## src/rtl/tlf_pkg.sv

```systemverilog
// ----------------------------------------------------------------------------
// tlf_pkg
// Shared types, constants and helpers for the text line folder.
// ----------------------------------------------------------------------------
`default_nettype none

package tlf_pkg;

  localparam int LW_W         = 6;
  localparam int BYTE_W       = 8;
  localparam int CFG_INDEX_W  = 1;
  localparam int CFG_DATA_W   = 6;

  localparam logic [BYTE_W-1:0]      NEWLINE_BYTE   = 8'h0A;
  localparam logic [BYTE_W-1:0]      SPACE_BYTE     = 8'h20;
  localparam logic [BYTE_W-1:0]      TAB_BYTE       = 8'h09;
  localparam logic [BYTE_W-1:0]      CR_BYTE        = 8'h0D;
  localparam logic [LW_W-1:0]        LINE_WIDTH_RST = 6'd32;

  localparam logic [CFG_INDEX_W-1:0] REG_LINE_WIDTH     = 1'd0;
  localparam logic [CFG_INDEX_W-1:0] REG_BREAK_AT_SPACE = 1'd1;

  localparam logic OP_DATA  = 1'b0;
  localparam logic OP_FLUSH = 1'b1;

  typedef struct packed {
    logic take;
    logic rd;
    logic ld_byte;
    logic ld_nl;
  } tlf_cmd_t;

  typedef struct packed {
    logic flush;
    logic brk;
    logic fill_zero;
    logic in_nl;
    logic out_free;
    logic cnt_one;
    logic item_nl;
  } tlf_status_t;

  function automatic logic is_blank(input logic [BYTE_W-1:0] b);
    return (b == SPACE_BYTE) || ((b >= TAB_BYTE) && (b <= CR_BYTE));
  endfunction

endpackage

`default_nettype wire

```

## src/rtl/tlf_ctrl.sv

```systemverilog
// ----------------------------------------------------------------------------
// tlf_ctrl
// Sequencer: accepts an item, steps the segment reads and result loads.
// ----------------------------------------------------------------------------
`default_nettype none

module tlf_ctrl (
  input  wire logic                clk,
  input  wire logic                rst,
  input  wire logic                in_valid,
  output logic                     in_ready,
  input  wire tlf_pkg::tlf_status_t st,
  output tlf_pkg::tlf_cmd_t        cmd
);
  import tlf_pkg::*;

  typedef enum logic [3:0] {
    ST_IDLE = 4'b0001,
    ST_READ = 4'b0010,
    ST_LOAD = 4'b0100,
    ST_NL   = 4'b1000
  } state_t;

  state_t state, state_next;

  assign in_ready = (state == ST_IDLE);

  always_comb begin
    state_next  = state;
    cmd.take    = 1'b0;
    cmd.rd      = 1'b0;
    cmd.ld_byte = 1'b0;
    cmd.ld_nl   = 1'b0;
    case (state)
      ST_IDLE: begin
        if (in_valid) begin
          cmd.take = 1'b1;
          if (st.flush) begin
            if (!st.fill_zero) begin
              state_next = ST_READ;
            end else if (st.in_nl) begin
              state_next = ST_NL;
            end
          end else if (st.brk) begin
            state_next = ST_READ;
          end
        end
      end
      ST_READ: begin
        cmd.rd     = 1'b1;
        state_next = ST_LOAD;
      end
      ST_LOAD: begin
        if (st.out_free) begin
          cmd.ld_byte = 1'b1;
          if (st.cnt_one) begin
            state_next = st.item_nl ? ST_NL : ST_IDLE;
          end else begin
            state_next = ST_READ;
          end
        end
      end
      ST_NL: begin
        if (st.out_free) begin
          cmd.ld_nl  = 1'b1;
          state_next = ST_IDLE;
        end
      end
      default: state_next = ST_IDLE;
    endcase
  end

  always_ff @(posedge clk) begin
    if (rst) begin
      state <= ST_IDLE;
    end else begin
      state <= state_next;
    end
  end

endmodule

`default_nettype wire

```

## src/rtl/tlf_datapath.sv

```systemverilog
// ----------------------------------------------------------------------------
// tlf_datapath
// Segment ring buffer, fill and break tracking, config and output register.
// ----------------------------------------------------------------------------
`default_nettype none

module tlf_datapath #(
  parameter int MAX_WIDTH = 32
) (
  input  wire logic                            clk,
  input  wire logic                            rst,
  input  wire logic                            cfg_we,
  input  wire logic [tlf_pkg::CFG_INDEX_W-1:0] cfg_index,
  input  wire logic [tlf_pkg::CFG_DATA_W-1:0]  cfg_data,
  input  wire logic                            op,
  input  wire logic [tlf_pkg::BYTE_W-1:0]      in_byte,
  input  wire tlf_pkg::tlf_cmd_t               cmd,
  output tlf_pkg::tlf_status_t                 st,
  output logic                                 out_valid,
  input  wire logic                            out_ready,
  output logic [tlf_pkg::BYTE_W-1:0]           out_byte,
  output logic                                 run_end
);
  import tlf_pkg::*;

  localparam int FILL_W = $clog2(MAX_WIDTH + 1);
  localparam int PTR_W  = (MAX_WIDTH > 1) ? $clog2(MAX_WIDTH) : 1;
  localparam int SUM_W  = FILL_W + 1;
  localparam int CMP_W  = LW_W + 1;

  logic [BYTE_W-1:0] mem [MAX_WIDTH];

  logic [LW_W-1:0]   line_width;
  logic              break_at_space;
  logic [FILL_W-1:0] fill, fill_next;
  logic [PTR_W-1:0]  head, head_next;
  logic [FILL_W-1:0] last_cut, last_cut_next;
  logic [FILL_W-1:0] cnt, cnt_next;
  logic              item_op;
  logic              item_brk;
  logic [BYTE_W-1:0] item_byte;
  logic [BYTE_W-1:0] rd_data;

  logic [LW_W-1:0]   eff_width;
  logic [FILL_W-1:0] cut;
  logic [SUM_W-1:0]  tail_sum;
  logic [PTR_W-1:0]  tail;
  logic [PTR_W-1:0]  head_inc;
  logic              we;
  logic [BYTE_W-1:0] wdata;

  always_comb begin
    if (line_width == '0) begin
      eff_width = LW_W'(1);
    end else if (CMP_W'(line_width) > CMP_W'(MAX_WIDTH)) begin
      eff_width = LW_W'(MAX_WIDTH);
    end else begin
      eff_width = line_width;
    end
  end

  assign cut = (break_at_space && (last_cut != '0)) ? last_cut : fill;

  assign tail_sum = SUM_W'(head) + SUM_W'(fill);
  assign tail     = (tail_sum >= SUM_W'(MAX_WIDTH)) ? PTR_W'(tail_sum - SUM_W'(MAX_WIDTH))
                                                     : PTR_W'(tail_sum);
  assign head_inc = (head == PTR_W'(MAX_WIDTH - 1)) ? '0 : head + PTR_W'(1);

  assign st.flush     = (op == OP_FLUSH) || (in_byte == NEWLINE_BYTE);
  assign st.in_nl     = (op == OP_DATA);
  assign st.fill_zero = (fill == '0);
  assign st.brk       = !st.flush && (CMP_W'(fill) >= CMP_W'(eff_width));
  assign st.out_free  = !out_valid || out_ready;
  assign st.cnt_one   = (cnt == FILL_W'(1));
  assign st.item_nl   = (item_op == OP_DATA);

  always_comb begin
    fill_next     = fill;
    head_next     = head;
    last_cut_next = last_cut;
    cnt_next      = cnt;
    we            = 1'b0;
    wdata         = in_byte;
    if (cmd.take) begin
      if (st.flush) begin
        cnt_next      = fill;
        last_cut_next = '0;
      end else if (st.brk) begin
        cnt_next      = cut;
        last_cut_next = '0;
      end else begin
        we = 1'b1;
      end
    end
    if (cmd.ld_byte) begin
      head_next = head_inc;
      fill_next = fill - FILL_W'(1);
      cnt_next  = cnt - FILL_W'(1);
    end
    if (cmd.ld_nl && item_brk) begin
      we    = 1'b1;
      wdata = item_byte;
    end
    if (we) begin
      fill_next = fill + FILL_W'(1);
      if (is_blank(wdata)) begin
        last_cut_next = fill + FILL_W'(1);
      end
    end
  end

  always_ff @(posedge clk) begin
    if (we) begin
      mem[tail] <= wdata;
    end
    if (cmd.rd) begin
      rd_data <= mem[head];
    end
  end

  always_ff @(posedge clk) begin
    cnt <= cnt_next;
    if (cmd.take) begin
      item_op   <= op;
      item_byte <= in_byte;
      item_brk  <= st.brk;
    end
    if (cmd.ld_byte) begin
      out_byte <= rd_data;
      run_end  <= st.cnt_one && (item_op == OP_FLUSH);
    end else if (cmd.ld_nl) begin
      out_byte <= NEWLINE_BYTE;
      run_end  <= 1'b1;
    end
  end

  always_ff @(posedge clk) begin
    if (rst) begin
      fill           <= '0;
      head           <= '0;
      last_cut       <= '0;
      out_valid      <= 1'b0;
      line_width     <= LINE_WIDTH_RST;
      break_at_space <= 1'b0;
    end else begin
      fill     <= fill_next;
      head     <= head_next;
      last_cut <= last_cut_next;
      if (cmd.ld_byte || cmd.ld_nl) begin
        out_valid <= 1'b1;
      end else if (out_ready) begin
        out_valid <= 1'b0;
      end
      if (cfg_we) begin
        case (cfg_index)
          REG_LINE_WIDTH:     line_width     <= cfg_data;
          REG_BREAK_AT_SPACE: break_at_space <= cfg_data[0];
          default: ;
        endcase
      end
    end
  end

endmodule

`default_nettype wire

```

## src/rtl/text_line_folder_core.sv

```systemverilog
// ----------------------------------------------------------------------------
// text_line_folder_core
// Folds a byte stream into lines of at most line_width bytes, with line_width clamped to 1..MAX_WIDTH.
// ----------------------------------------------------------------------------
// A data byte that causes no break is written to the segment ring and yields
// no beat. An item that emits pending bytes reads each from the segment ring
// and loads it into the output register, stalling while that register holds
// an untaken beat, then loads the newline when one follows.
// The output register lets the next item be taken while the last beat waits.
// Configuration registers: index 0 line_width, index 1 break_at_space.
`default_nettype none

module text_line_folder_core #(
  parameter int MAX_WIDTH = 32
) (
  input  wire logic                            clk,
  input  wire logic                            rst,
  input  wire logic                            cfg_valid,
  output logic                                 cfg_ready,
  input  wire logic [tlf_pkg::CFG_INDEX_W-1:0] cfg_index,
  input  wire logic [tlf_pkg::CFG_DATA_W-1:0]  cfg_data,
  input  wire logic                            in_valid,
  output logic                                 in_ready,
  input  wire logic                            op,
  input  wire logic [tlf_pkg::BYTE_W-1:0]      in_byte,
  output logic                                 out_valid,
  input  wire logic                            out_ready,
  output logic [tlf_pkg::BYTE_W-1:0]           out_byte,
  output logic                                 run_end
);
  import tlf_pkg::*;

  tlf_cmd_t    cmd;
  tlf_status_t st;

  assign cfg_ready = 1'b1;

  tlf_ctrl u_ctrl (
    .clk      (clk),
    .rst      (rst),
    .in_valid (in_valid),
    .in_ready (in_ready),
    .st       (st),
    .cmd      (cmd)
  );

  tlf_datapath #(
    .MAX_WIDTH (MAX_WIDTH)
  ) u_datapath (
    .clk       (clk),
    .rst       (rst),
    .cfg_we    (cfg_valid && cfg_ready),
    .cfg_index (cfg_index),
    .cfg_data  (cfg_data),
    .op        (op),
    .in_byte   (in_byte),
    .cmd       (cmd),
    .st        (st),
    .out_valid (out_valid),
    .out_ready (out_ready),
    .out_byte  (out_byte),
    .run_end   (run_end)
  );

endmodule

`default_nettype wire

```

## config.mk

```make
export PLATFORM = sky130hd
export DESIGN_NAME = text_line_folder_core
export DESIGN_NICKNAME = d
export VERILOG_FILES = /design/src/rtl/tlf_pkg.sv /design/src/rtl/tlf_ctrl.sv /design/src/rtl/tlf_datapath.sv /design/src/rtl/text_line_folder_core.sv
export SDC_FILE = /design/constraint.sdc
export NUM_CORES = 1
export LEC_CHECK = 0
export BUFFER_PORTS_ARGS = -buffer_cell sky130_fd_sc_hd__buf_2
export CORE_MARGIN = 2
export CORE_UTILIZATION = 40
export CTS_BUF_LIST = sky130_fd_sc_hd__clkbuf_8
export CTS_CLUSTER_DIAMETER = 100
export DETAILED_ROUTE_END_ITERATION = 10
export GPL_TIMING_DRIVEN = 0
export PLACE_DENSITY_LB_ADDON = 0.25
export SLEW_MARGIN = 15
export SYNTH_ARGS = -nofsm -noshare
export SYNTH_HDL_FRONTEND = slang
export SYNTH_SLANG_ARGS = --single-unit
```

## constraint.sdc

```tcl
create_clock -name clk -period 7.6 [get_ports clk]
set_clock_uncertainty 0.05 [all_clocks]
set_input_delay 0.76 -clock clk [delete_from_list [all_inputs] [get_ports clk]]
set_output_delay 0.76 -clock clk [all_outputs]
set_load 0.01 [all_outputs]
```

## Yosys cells after proc, flatten, opt, wreduce, memory -nomap -nowiden

Memory sizes are Yosys's and may differ from the RTL's. A register that Yosys moved wholly into a read port is not among the register bits.
Index checks and enable logic that the tools add are counted.

- Flip-flop bits (word level): 54
- Latch bits: 0
- Memory bits (writable): 256
- Bits in read-only memories: 0
- Input port bits: 21
- Output and inout port bits: 12
- Logic and storage cells: 107
- Memories: 1

Memory list:

| memory | words | width | read ports | clocked after memory_dff | write ports | RTL line | RTL |
|---|---|---|---|---|---|---|---|
| u_datapath.mem | 32 | 8 | 1 | 1 | 1 | tlf_datapath.sv:31 | `logic [BYTE_W-1:0] mem [MAX_WIDTH];` |

- Add/sub/neg operators: 6
- Multiply operators: 0
- Div/mod/pow operators: 0
- $lt $le $gt $ge: 5
- Equality and inequality tests: 13
- Shift operators: 0
- Mux-type cells: 45
- Bitwise operators: 1
- Reduce and logical (&&, ||, !) cells: 23

Operators by type and width:

| cell | number |
|---|---|
| 6-bit 2-to-1 mux | 14 |
| 4-bit 2-to-1 mux | 9 |
| 8-bit 2-to-1 mux | 3 |
| 1-bit 2-to-1 mux | 16 |
| 4-bit case mux with 4 select lines | 1 |
| 6-bit logical NOT | 2 |
| 6-bit by 1-bit subtractor with 6-bit output, second input constant | 2 |
| 5-bit 2-to-1 mux | 2 |
| 8-bit by 4-bit == test with 1-bit output, second input constant | 1 |
| 8-bit by 6-bit == test with 1-bit output, second input constant | 1 |
| 8-bit by 4-bit >= comparator with 1-bit output, second input constant | 1 |
| 8-bit by 4-bit less-or-equal comparator with 1-bit output, second input constant | 1 |
| 2-bit nonzero test | 4 |
| 5-bit by 6-bit adder with 7-bit output | 1 |
| 7-bit by 6-bit >= comparator with 1-bit output, second input constant | 1 |
| 6-bit by 1-bit adder with 6-bit output, second input constant | 1 |
| 6-bit by 1-bit == test with 1-bit output, second input constant | 1 |
| 6-bit >= comparator | 1 |
| 6-bit > comparator, second input constant | 1 |
| 2-bit inequality test, second input constant | 3 |
| 2-bit AND reduction | 3 |
| 6-bit nonzero test | 1 |
| 5-bit by 1-bit adder with 5-bit output, second input constant | 1 |
| 5-bit == test, second input constant | 1 |
| other kinds (13) | 21 |

## Longest topological paths before layout

Gate-level depths: netlist of run 1.

- Depth in word-level cells: 11
- Gate-level depth with buffers: 11
- Gate-level depth less buffers: 9

## Modules after synthesis

Synthesis of run 1 repeated with hierarchy kept, for this count alone.

- Cells, all modules: 767
- Area total of the unflattened synthesis: 13245.2 µm²

Modules (own cells, without submodules):

| module | times used | cells each | area an instance (µm²) | seq. area each (µm²) |
|---|---|---|---|---|
| tlf_datapath | 1 | 733 | 12969.9 | 9178.8 |
| tlf_ctrl | 1 | 32 | 264.0 | 80.1 |
| text_line_folder_core | 1 | 2 | 11.3 | 0.0 |

## Worst setup path after synthesis of run 1

No wires, ideal clock.

- Kind: flip-flop to flip-flop
- From: register u_datapath.fill[0]
- To: memory u_datapath.mem[16][0], enable pin
- Setup time: 0.370 ns
- Data arrival time: 2.260 ns
- Required time: 7.180 ns
- Path slack: 4.920 ns
- Stages on the path, launching flop included: 8
- Buffers on the path: 0
- Period minus slack after synthesis: 2.680 ns
- Cells stage by stage: dfxtp_1 -> ha_1 -> fa_1 -> a21o_1 -> a21oi_1 -> xor2_1 -> o211ai_2 -> nor2_1

- Cells in the longest elaborated chain, start to end: 8
- Elaborated cells between the ends (all ways): 12
- Classes of those cells: add/sub (2); order compare (2); mux (7); reduce/logical (1)

RTL lines:

| item | RTL line | RTL |
|---|---|---|
| from (decl) | tlf_datapath.sv:35 | `logic [FILL_W-1:0] fill, fill_next;` |
| from (signal assigned) | tlf_datapath.sv:146 | `fill <= fill_next;` |
| 6-bit >= comparator | tlf_datapath.sv:72 | `assign st.brk = !st.flush && (CMP_W'(fill) >= CMP_W'(eff_width));` |
| 1-bit logical AND | tlf_datapath.sv:72 |  |
| 1-bit 2-to-1 mux | tlf_datapath.sv:88 | `end else if (st.brk) begin` |
| 1-bit 2-to-1 mux | tlf_datapath.sv:85 | `if (st.flush) begin` |
| 1-bit 2-to-1 mux | tlf_datapath.sv:84 | `if (cmd.take) begin` |
| 1-bit 2-to-1 mux | tlf_datapath.sv:100 | `if (cmd.ld_nl && item_brk) begin` |
| 1-bit 2-to-1 mux | tlf_datapath.sv:113 | `if (we) begin` |
| 1-bit 2-to-1 mux (implied by the code) | tlf_datapath.sv:114 | `mem[tail] <= wdata;` |
| to (decl) | tlf_datapath.sv:31 |  |

Parallel ways exist; a longest one is shown, timed or not.

## Worst setup path after layout of run 1

- From: register u_datapath.fill[0]
- To: memory u_datapath.mem[14][3], enable pin

Same word-level chain as after synthesis.

==> results of run 1 <==
[cell type report]
type                    count  area [um^2]  share of cell area
plain buffers              40        200.2             0.01320
clock inverters            41        224.0             0.01477
flip-flops and latches    318         9259              0.6105
inverters                  10        37.54            0.002475
repair buffers             31        155.1             0.01023
well taps                 448        560.5             0.03696
clock buffers              54        743.2             0.04900
multi-input cells         408         3988              0.2629
[synth_stat cells, types with 8 or more instances]
| cell type | instances |
|---|---|
| sky130_fd_sc_hd__mux4_2 | 80 |
| sky130_fd_sc_hd__edfxtp_1 | 289 |
| sky130_fd_sc_hd__a21oi_1 | 18 |
| sky130_fd_sc_hd__nor2_1 | 60 |
| sky130_fd_sc_hd__clkbuf_1 | 23 |
| sky130_fd_sc_hd__mux2i_1 | 19 |
| sky130_fd_sc_hd__and3_1 | 11 |
| sky130_fd_sc_hd__nand3_1 | 10 |
| sky130_fd_sc_hd__o211ai_1 | 10 |
| sky130_fd_sc_hd__inv_1 | 8 |
| sky130_fd_sc_hd__xnor2_1 | 10 |
| sky130_fd_sc_hd__mux2_2 | 8 |
| sky130_fd_sc_hd__nand2_1 | 58 |
| sky130_fd_sc_hd__dfxtp_1 | 29 |
| sky130_fd_sc_hd__ha_1 | 16 |
[stage by stage]
step,power (W),area (um^2)
after floorplan,0.002290,13470
after global placement,0.002407,14180
after detailed placement,0.002411,14190
after CTS,0.003806,15160
after global routing,0.003916,15170
final,0.003767,15170
[per-layer routing]
layer	GRT usage	share of wire
met5	0	0
met4	0.05027	0.022
met3	0.02733	0.040
met2	0.2814	0.48
met1	0.2416	0.46
[worst max-delay path by stage]
stage                                      endpoint                            start  slack [ns]
floorplan           u_datapath.mem[16][0]$_DFFE_PP_  u_datapath.fill[0]$_SDFFE_PP0P_        4.92
global placement    u_datapath.mem[16][3]$_DFFE_PP_                        out_ready        3.72
detailed placement  u_datapath.mem[24][2]$_DFFE_PP_                        out_ready        3.73
CTS                 u_datapath.mem[20][2]$_DFFE_PP_     u_ctrl.state[0]$_SDFFE_PP1P_        4.05
global route        u_datapath.mem[20][6]$_DFFE_PP_     u_ctrl.state[0]$_SDFFE_PP1P_        3.96
finish              u_datapath.mem[14][3]$_DFFE_PP_  u_datapath.fill[0]$_SDFFE_PP0P_        4.21
[logic make-up after synthesis]
family                   Yosys count  share of synthesized area
AO/OA/AOI/OAI                     75                    0.04180
XOR/XNOR                          15                   0.009753
adder cells (fa/ha/maj)           17                    0.01635
buffers and inverters             50                    0.01765
flip-flops                       318                     0.6874
multiplexers                     107                     0.1546
other                              1                  0.0002784
AND/OR/NAND/NOR                  193                    0.07218
[state kept, by name, indices dropped and copies added (netlist names)]
register	flops
u_ctrl.state	4
u_datapath.break_at_space	1
u_datapath.cnt	6
u_datapath.fill	6
u_datapath.head	5
u_datapath.item_brk	1
u_datapath.item_byte	8
u_datapath.item_op	1
u_datapath.last_cut	6
u_datapath.line_width	6
u_datapath.mem	256
u_datapath.out_byte	8
u_datapath.out_valid	1
u_datapath.rd_data	8
u_datapath.run_end	1
[worst max-delay path, cell delays in order, from the launching register on]
cell	delay (ns)
sky130_fd_sc_hd__dfxtp_1	0.56
sky130_fd_sc_hd__inv_1	0.20
sky130_fd_sc_hd__ha_1	0.30
sky130_fd_sc_hd__nand2b_1	0.14
sky130_fd_sc_hd__a21oi_1	0.32
sky130_fd_sc_hd__o211a_1	0.21
sky130_fd_sc_hd__buf_4	0.18
sky130_fd_sc_hd__o211ai_2	0.21
sky130_fd_sc_hd__nor2_1	0.83
[power breakdown]
part | internal [W] | leakage (nW) | switching [W]
combinational | 0.000128 | 1.49 | 0.000236
clock | 0.000727 | 0.545 | 0.000664
sequential | 0.00198 | 2.83 | 0.0000323
==> impl_metrics.toml, run 1 <==
[final_layout]
areaGrowthSynthToFinish_pct = 12.61
diodes = 0
fraction_of_layout_instances_using_a_drive_strength_above_1 = 0.2384
final_util = 0.4546
final_cells = 1350
filler_cell_count = 2939
final_common_cell = "sky130_fd_sc_hd__edfxtp_1"
finish.net_count = 898
layout.cells.most_common_list = "289 x sky130_fd_sc_hd__edfxtp_1, 80 x sky130_fd_sc_hd__mux4_2, 60 x sky130_fd_sc_hd__nor2_1"

[floorplanning]
fp.dieArea_um2 = 35160
die_height_um = 187.5
core.rowCount = 67
start_util = 0.4037
die-width_um = 187.5
coreArea_um2 = 33360
io-pin-count = 33

[logic_synthesis]
synthCells = 776
yosysSeqAreaShare = 0.6874
synth_top_cells_by_area = "sky130_fd_sc_hd__edfxtp_1 64%, sky130_fd_sc_hd__mux4_2 13%, sky130_fd_sc_hd__dfxtp_1 4.3%"
avgSynthCellArea_um2 = 17.36
synth-warning-count = 0
synth_top_cell_by_area = "sky130_fd_sc_hd__edfxtp_1"
synth_top_area_frac = 0.6443
synth_flop_cell = "sky130_fd_sc_hd__edfxtp_1"
synthesis.area_um2 = 13470
synth_edf_count = 289
proportion_of_register_bits_with_asynchronous_set_or_reset_after_synthesis = 0
synthesis.nets = 814
synthesis_stage_register_bit_count = 318
synth_cell_types = 60

[timing]
tightestPinTransition_ns = 1.151
worst_slack_ns = 4.211
final-setup-viol-count = 0
fin_setup_tns_ns = 0
holdWs_ns = 0.3719
rsz0062_at_grt = "false"
fin_crit_sh = 0.4459
final-max-slew-violation-count = 0
fmax_mhz = 295.1
report.final.hold_viol_count = 0
period_needed_ns = 3.389
timing.slew.headroom = 0.2305

[global_route]
overflow = 0
globalRouteTotalUtil = 0.1726
grt_pass1_wl_mm = 45.43
grt_antenna_before_repair = 0
via_count_of_the_first_global_routing_pass = 7257
maximum_number_of_pins_on_one_net_before_global_route_repair = 33

[min_path]
hold_depth = 1
worst_hold_path.endpoint = "u_datapath.item_byte[3]$_DFFE_PP_"
min_from = "in_byte[3]"
hp-class = "primary input to flop"

[place]
place_ws_ns = 3.734
routability_congestion = 0.7914
place_inst = 1255
numPortBuffers = 31
dp_hpwl_mm = 19.90

[worst_setup_path]
setup.worst_path.class = "flop to flop"
critPathRequiredTime_ns = 7.74
crit_fanout = 10
signal_arrival_time_at_the_worst_endpoint_ns = 3.53
reg_to_reg_endpoint = "u_datapath.mem[14][3]$_DFFE_PP_"
r2r_slack_ns = 4.21
worst-r2r-cell-count = 8
crit_path_end_kind = "flop"
critical_path.startpoint_type = "flop"
r2r_start = "u_datapath.fill[0]$_SDFFE_PP0P_"

[clock_network]
cts_tree = "done"
cts_buffers = 51
max-clock-path-buffers = 3
postCtsHoldBufs = 0
post_cts_resized = 0
clock-sinks = 318
ctsRootBufferMaster = "sky130_fd_sc_hd__clkbuf_8"
cts-htree-levels = 2
clock_latency_ns = 0.57
clkTransAtPathRegs_ns = 0.06
post-cts-setup-buffers = 0

[route]
number_of_violations_reported_at_the_end_of_detailed_routing_iteration_0 = 680
drc_errors = 0
route.final.wire_length_mm = 29.82
drt-pass1-iter-count = 5
vias = 7193
antenna_left = 0
routed_via_density = 5.328
wl_per_cell_um = 22.09

[power_and_ir_drop]
power_leakage_nw = 4.872
ir_drop_mv = 0.1036
p_per_area_nw_per_um2 = 248.3

[run]
number_of_max_cap_violations = 0

[run_status]
status = "finished clean"
(Power assumes the default switching activity.)
==> run 2: changes to the inputs <==
ABC_AREA = 1   (was unset)
clock period = 3.46 ns   (was 7.6 ns; I/O delays follow)
==> impl_metrics.toml, run 2 <==
[timing]
tightestPinTransition_ns = 1.113
report.final.hold_viol_count = 0
fin_setup_tns_ns = 0
final-max-slew-violation-count = 0
holdWs_ns = 0.1401
fin_crit_sh = 0.9672
period_needed_ns = 3.346
timing.slew.headroom = 0.2573
fmax_mhz = 298.8
final-setup-viol-count = 0
rsz0062_at_grt = "true"

[floorplanning]
die-width_um = 189.0
fp.dieArea_um2 = 35720
coreArea_um2 = 33620
die_height_um = 189.0
io-pin-count = 33
core.rowCount = 67
start_util = 0.4072

[final_layout]
layout.cells.most_common_list = "289 x sky130_fd_sc_hd__edfxtp_1, 234 x sky130_fd_sc_hd__nand2_1, 148 x sky130_fd_sc_hd__nor2_1"
diodes = 0
filler_cell_count = 3049
flip_flop_count_of_the_largest_register_all_copies_and_words_added = 256
register_area_um2 = 9259
finish.net_count = 1388
top_register = "u_datapath.mem"
fraction_of_layout_instances_using_a_drive_strength_above_1 = 0.1128
combined_area_of_the_multi_input_logic_cells_um2 = 3989
areaGrowthSynthToFinish_pct = 15.19
final_common_cell = "sky130_fd_sc_hd__edfxtp_1"

[clock_network]
ctsRootBufferMaster = "sky130_fd_sc_hd__clkbuf_8"
clock_latency_ns = 0.62
clock-sinks = 318
cts_tree = "done"
max-clock-path-buffers = 3
cts-htree-levels = 2
clkTransAtPathRegs_ns = 0.05
cts_buffers = 53

[logic_synthesis]
yosys.cell_count.top_type = "sky130_fd_sc_hd__edfxtp_1"
synthesis_stage_register_bit_count = 318
synth_top_area_frac = 0.6340
synth_edf_count = 289
synth_top_cell_by_area = "sky130_fd_sc_hd__edfxtp_1"
synth_cell_types = 45
synthCells = 1242
avgSynthCellArea_um2 = 11.02
synth-warning-count = 0
synth.top_cells.by_count = "289 x sky130_fd_sc_hd__edfxtp_1, 238 x sky130_fd_sc_hd__nand2_1, 166 x sky130_fd_sc_hd__nor2_1"
synthesis.nets = 1280
proportion_of_register_bits_with_asynchronous_set_or_reset_after_synthesis = 0
synth_flop_cell = "sky130_fd_sc_hd__edfxtp_1"
yosysSeqAreaShare = 0.6764
synthesis.area_um2 = 13690
synth_top_cells_by_area = "sky130_fd_sc_hd__edfxtp_1 63%, sky130_fd_sc_hd__nand2_1 6.5%, sky130_fd_sc_hd__nor2_1 4.6%"

[global_route]
overflow = 0
globalRouteTotalUtil = 0.2115
maximum_number_of_pins_on_one_net_before_global_route_repair = 35
grt_antenna_before_repair = 0
grt_pass1_wl_mm = 56.75
via_count_of_the_first_global_routing_pass = 9411

[route]
vias = 9885
drt-pass1-iter-count = 5
antenna_left = 0
route.final.wire_length_mm = 37.85
wl_per_cell_um = 20.57
drc_errors = 0
routed_via_density = 5.372
number_of_violations_reported_at_the_end_of_detailed_routing_iteration_0 = 817

[power_and_ir_drop]
power_leakage_nw = 5.736
p_per_area_nw_per_um2 = 533.2
ir_drop_mv = 0.2766

[worst_setup_path]
crit_fanout = 8
critPathRequiredTime_ns = 3.62
critical_path.startpoint_type = "flop"
signal_arrival_time_at_the_worst_endpoint_ns = 3.50
crit_path_end_kind = "flop"
setup.worst_path.class = "flop to flop"

[min_path]
hp-class = "primary input to flop"

[run]
number_of_max_cap_violations = 0

[place]
numPortBuffers = 30
routability_congestion = 0.9089
dp_hpwl_mm = 24.86

[run_status]
status = "finished clean"
## run 2: stage by stage
stage	instances	total power [W]	util	setup WS (ns)	area (um^2)
final	1840	0.008408	0.4691	0.1135	15770
after global routing	1840	0.008761	0.4691	-0.1892	15770
after floorplan	1242	0.005154	-	0.7536	13690
after global placement	1720	0.005472	0.4283	-0.1965	14400
after CTS	1835	0.008414	0.4624	-0.1272	15540
after detailed placement	1721	0.005493	0.4294	-0.2574	14440
## run 2: cell type report
cell class | instances | area share
Sequential cell | 318 | 0.5872
Multi-Input combinational cell | 776 | 0.2530
Clock buffer | 53 | 0.04626
Tap cell | 448 | 0.03555
Timing Repair Buffer | 53 | 0.02841
Inverter | 86 | 0.02047
Buffer | 62 | 0.01714
Clock inverter | 44 | 0.01198
## run 2: logic make-up after synthesis
logic type	count (synthesis)	share of synthesized area
AO/OA/AOI/OAI	208	0.09123
flip-flops	318	0.6764
buffers and inverters	148	0.04333
XOR/XNOR	11	0.007038
other	1	0.0002740
AND/OR/NAND/NOR	539	0.1656
adder cells (fa/ha/maj)	17	0.01609
## run 2: critical path, cell delays in order, from the launching register on
cell and delay [ns]:
sky130_fd_sc_hd__dfxtp_1 0.32, sky130_fd_sc_hd__nor3_1 0.18, sky130_fd_sc_hd__nand2_1 0.08, sky130_fd_sc_hd__o21ai_0 0.19
sky130_fd_sc_hd__ha_1 0.26, sky130_fd_sc_hd__o21ai_0 0.15, sky130_fd_sc_hd__nand2_1 0.08, sky130_fd_sc_hd__nand2_1 0.08
sky130_fd_sc_hd__nand2_1 0.07, sky130_fd_sc_hd__nor2_1 0.14, sky130_fd_sc_hd__nand2_1 0.06, sky130_fd_sc_hd__nand2_1 0.16
sky130_fd_sc_hd__nand3_1 0.35, sky130_fd_sc_hd__nor2_1 0.81
## run 2: final timing paths
check	startpoint	end	cells past startpoint	slack, ns
max	u_datapath.line_width[2]$_SDFFE_PP0P_	u_datapath.mem[24][7]$_DFFE_PP_	13	0.11
min	cfg_index	u_datapath.line_width[5]$_SDFFE_PP1P_	3	0.14
max reg2reg	u_datapath.line_width[2]$_SDFFE_PP0P_	u_datapath.mem[24][7]$_DFFE_PP_	13	0.11
min reg2reg	u_datapath.rd_data[1]$_DFFE_PP_	u_datapath.out_byte[1]$_SDFFCE_PN1P_	1	0.45
## run 2: repair_timing
action,in CTS,in global routing
setup buffers,0,5
pin swaps,0,4
endpoints found under the hold margin,16,0
setup endpoints to repair,128,224
hold buffers,17,0
gates resized for setup,7,30
## run 2: power by group
part / internal (W) / total (W) / switching, W / leakage [nW]
sequential: 0.00438 / 0.00446 / 0.0000794 / 2.83
combinational: 0.000283 / 0.00102 / 0.000739 / 2.35
clock: 0.00143 / 0.00292 / 0.00150 / 0.560
total: 0.00609 / 0.00841 / 0.00231 / 5.74
## run 2: metal layers
metal  routed length (um)  vias to the layer above  track usage
met5                    0                        -            0
met4                 1757                        0       0.1007
met3                 3082                       93      0.04115
met2                17150                      452       0.3245
met1                15860                     4730       0.2899
li1                     -                     4610            -
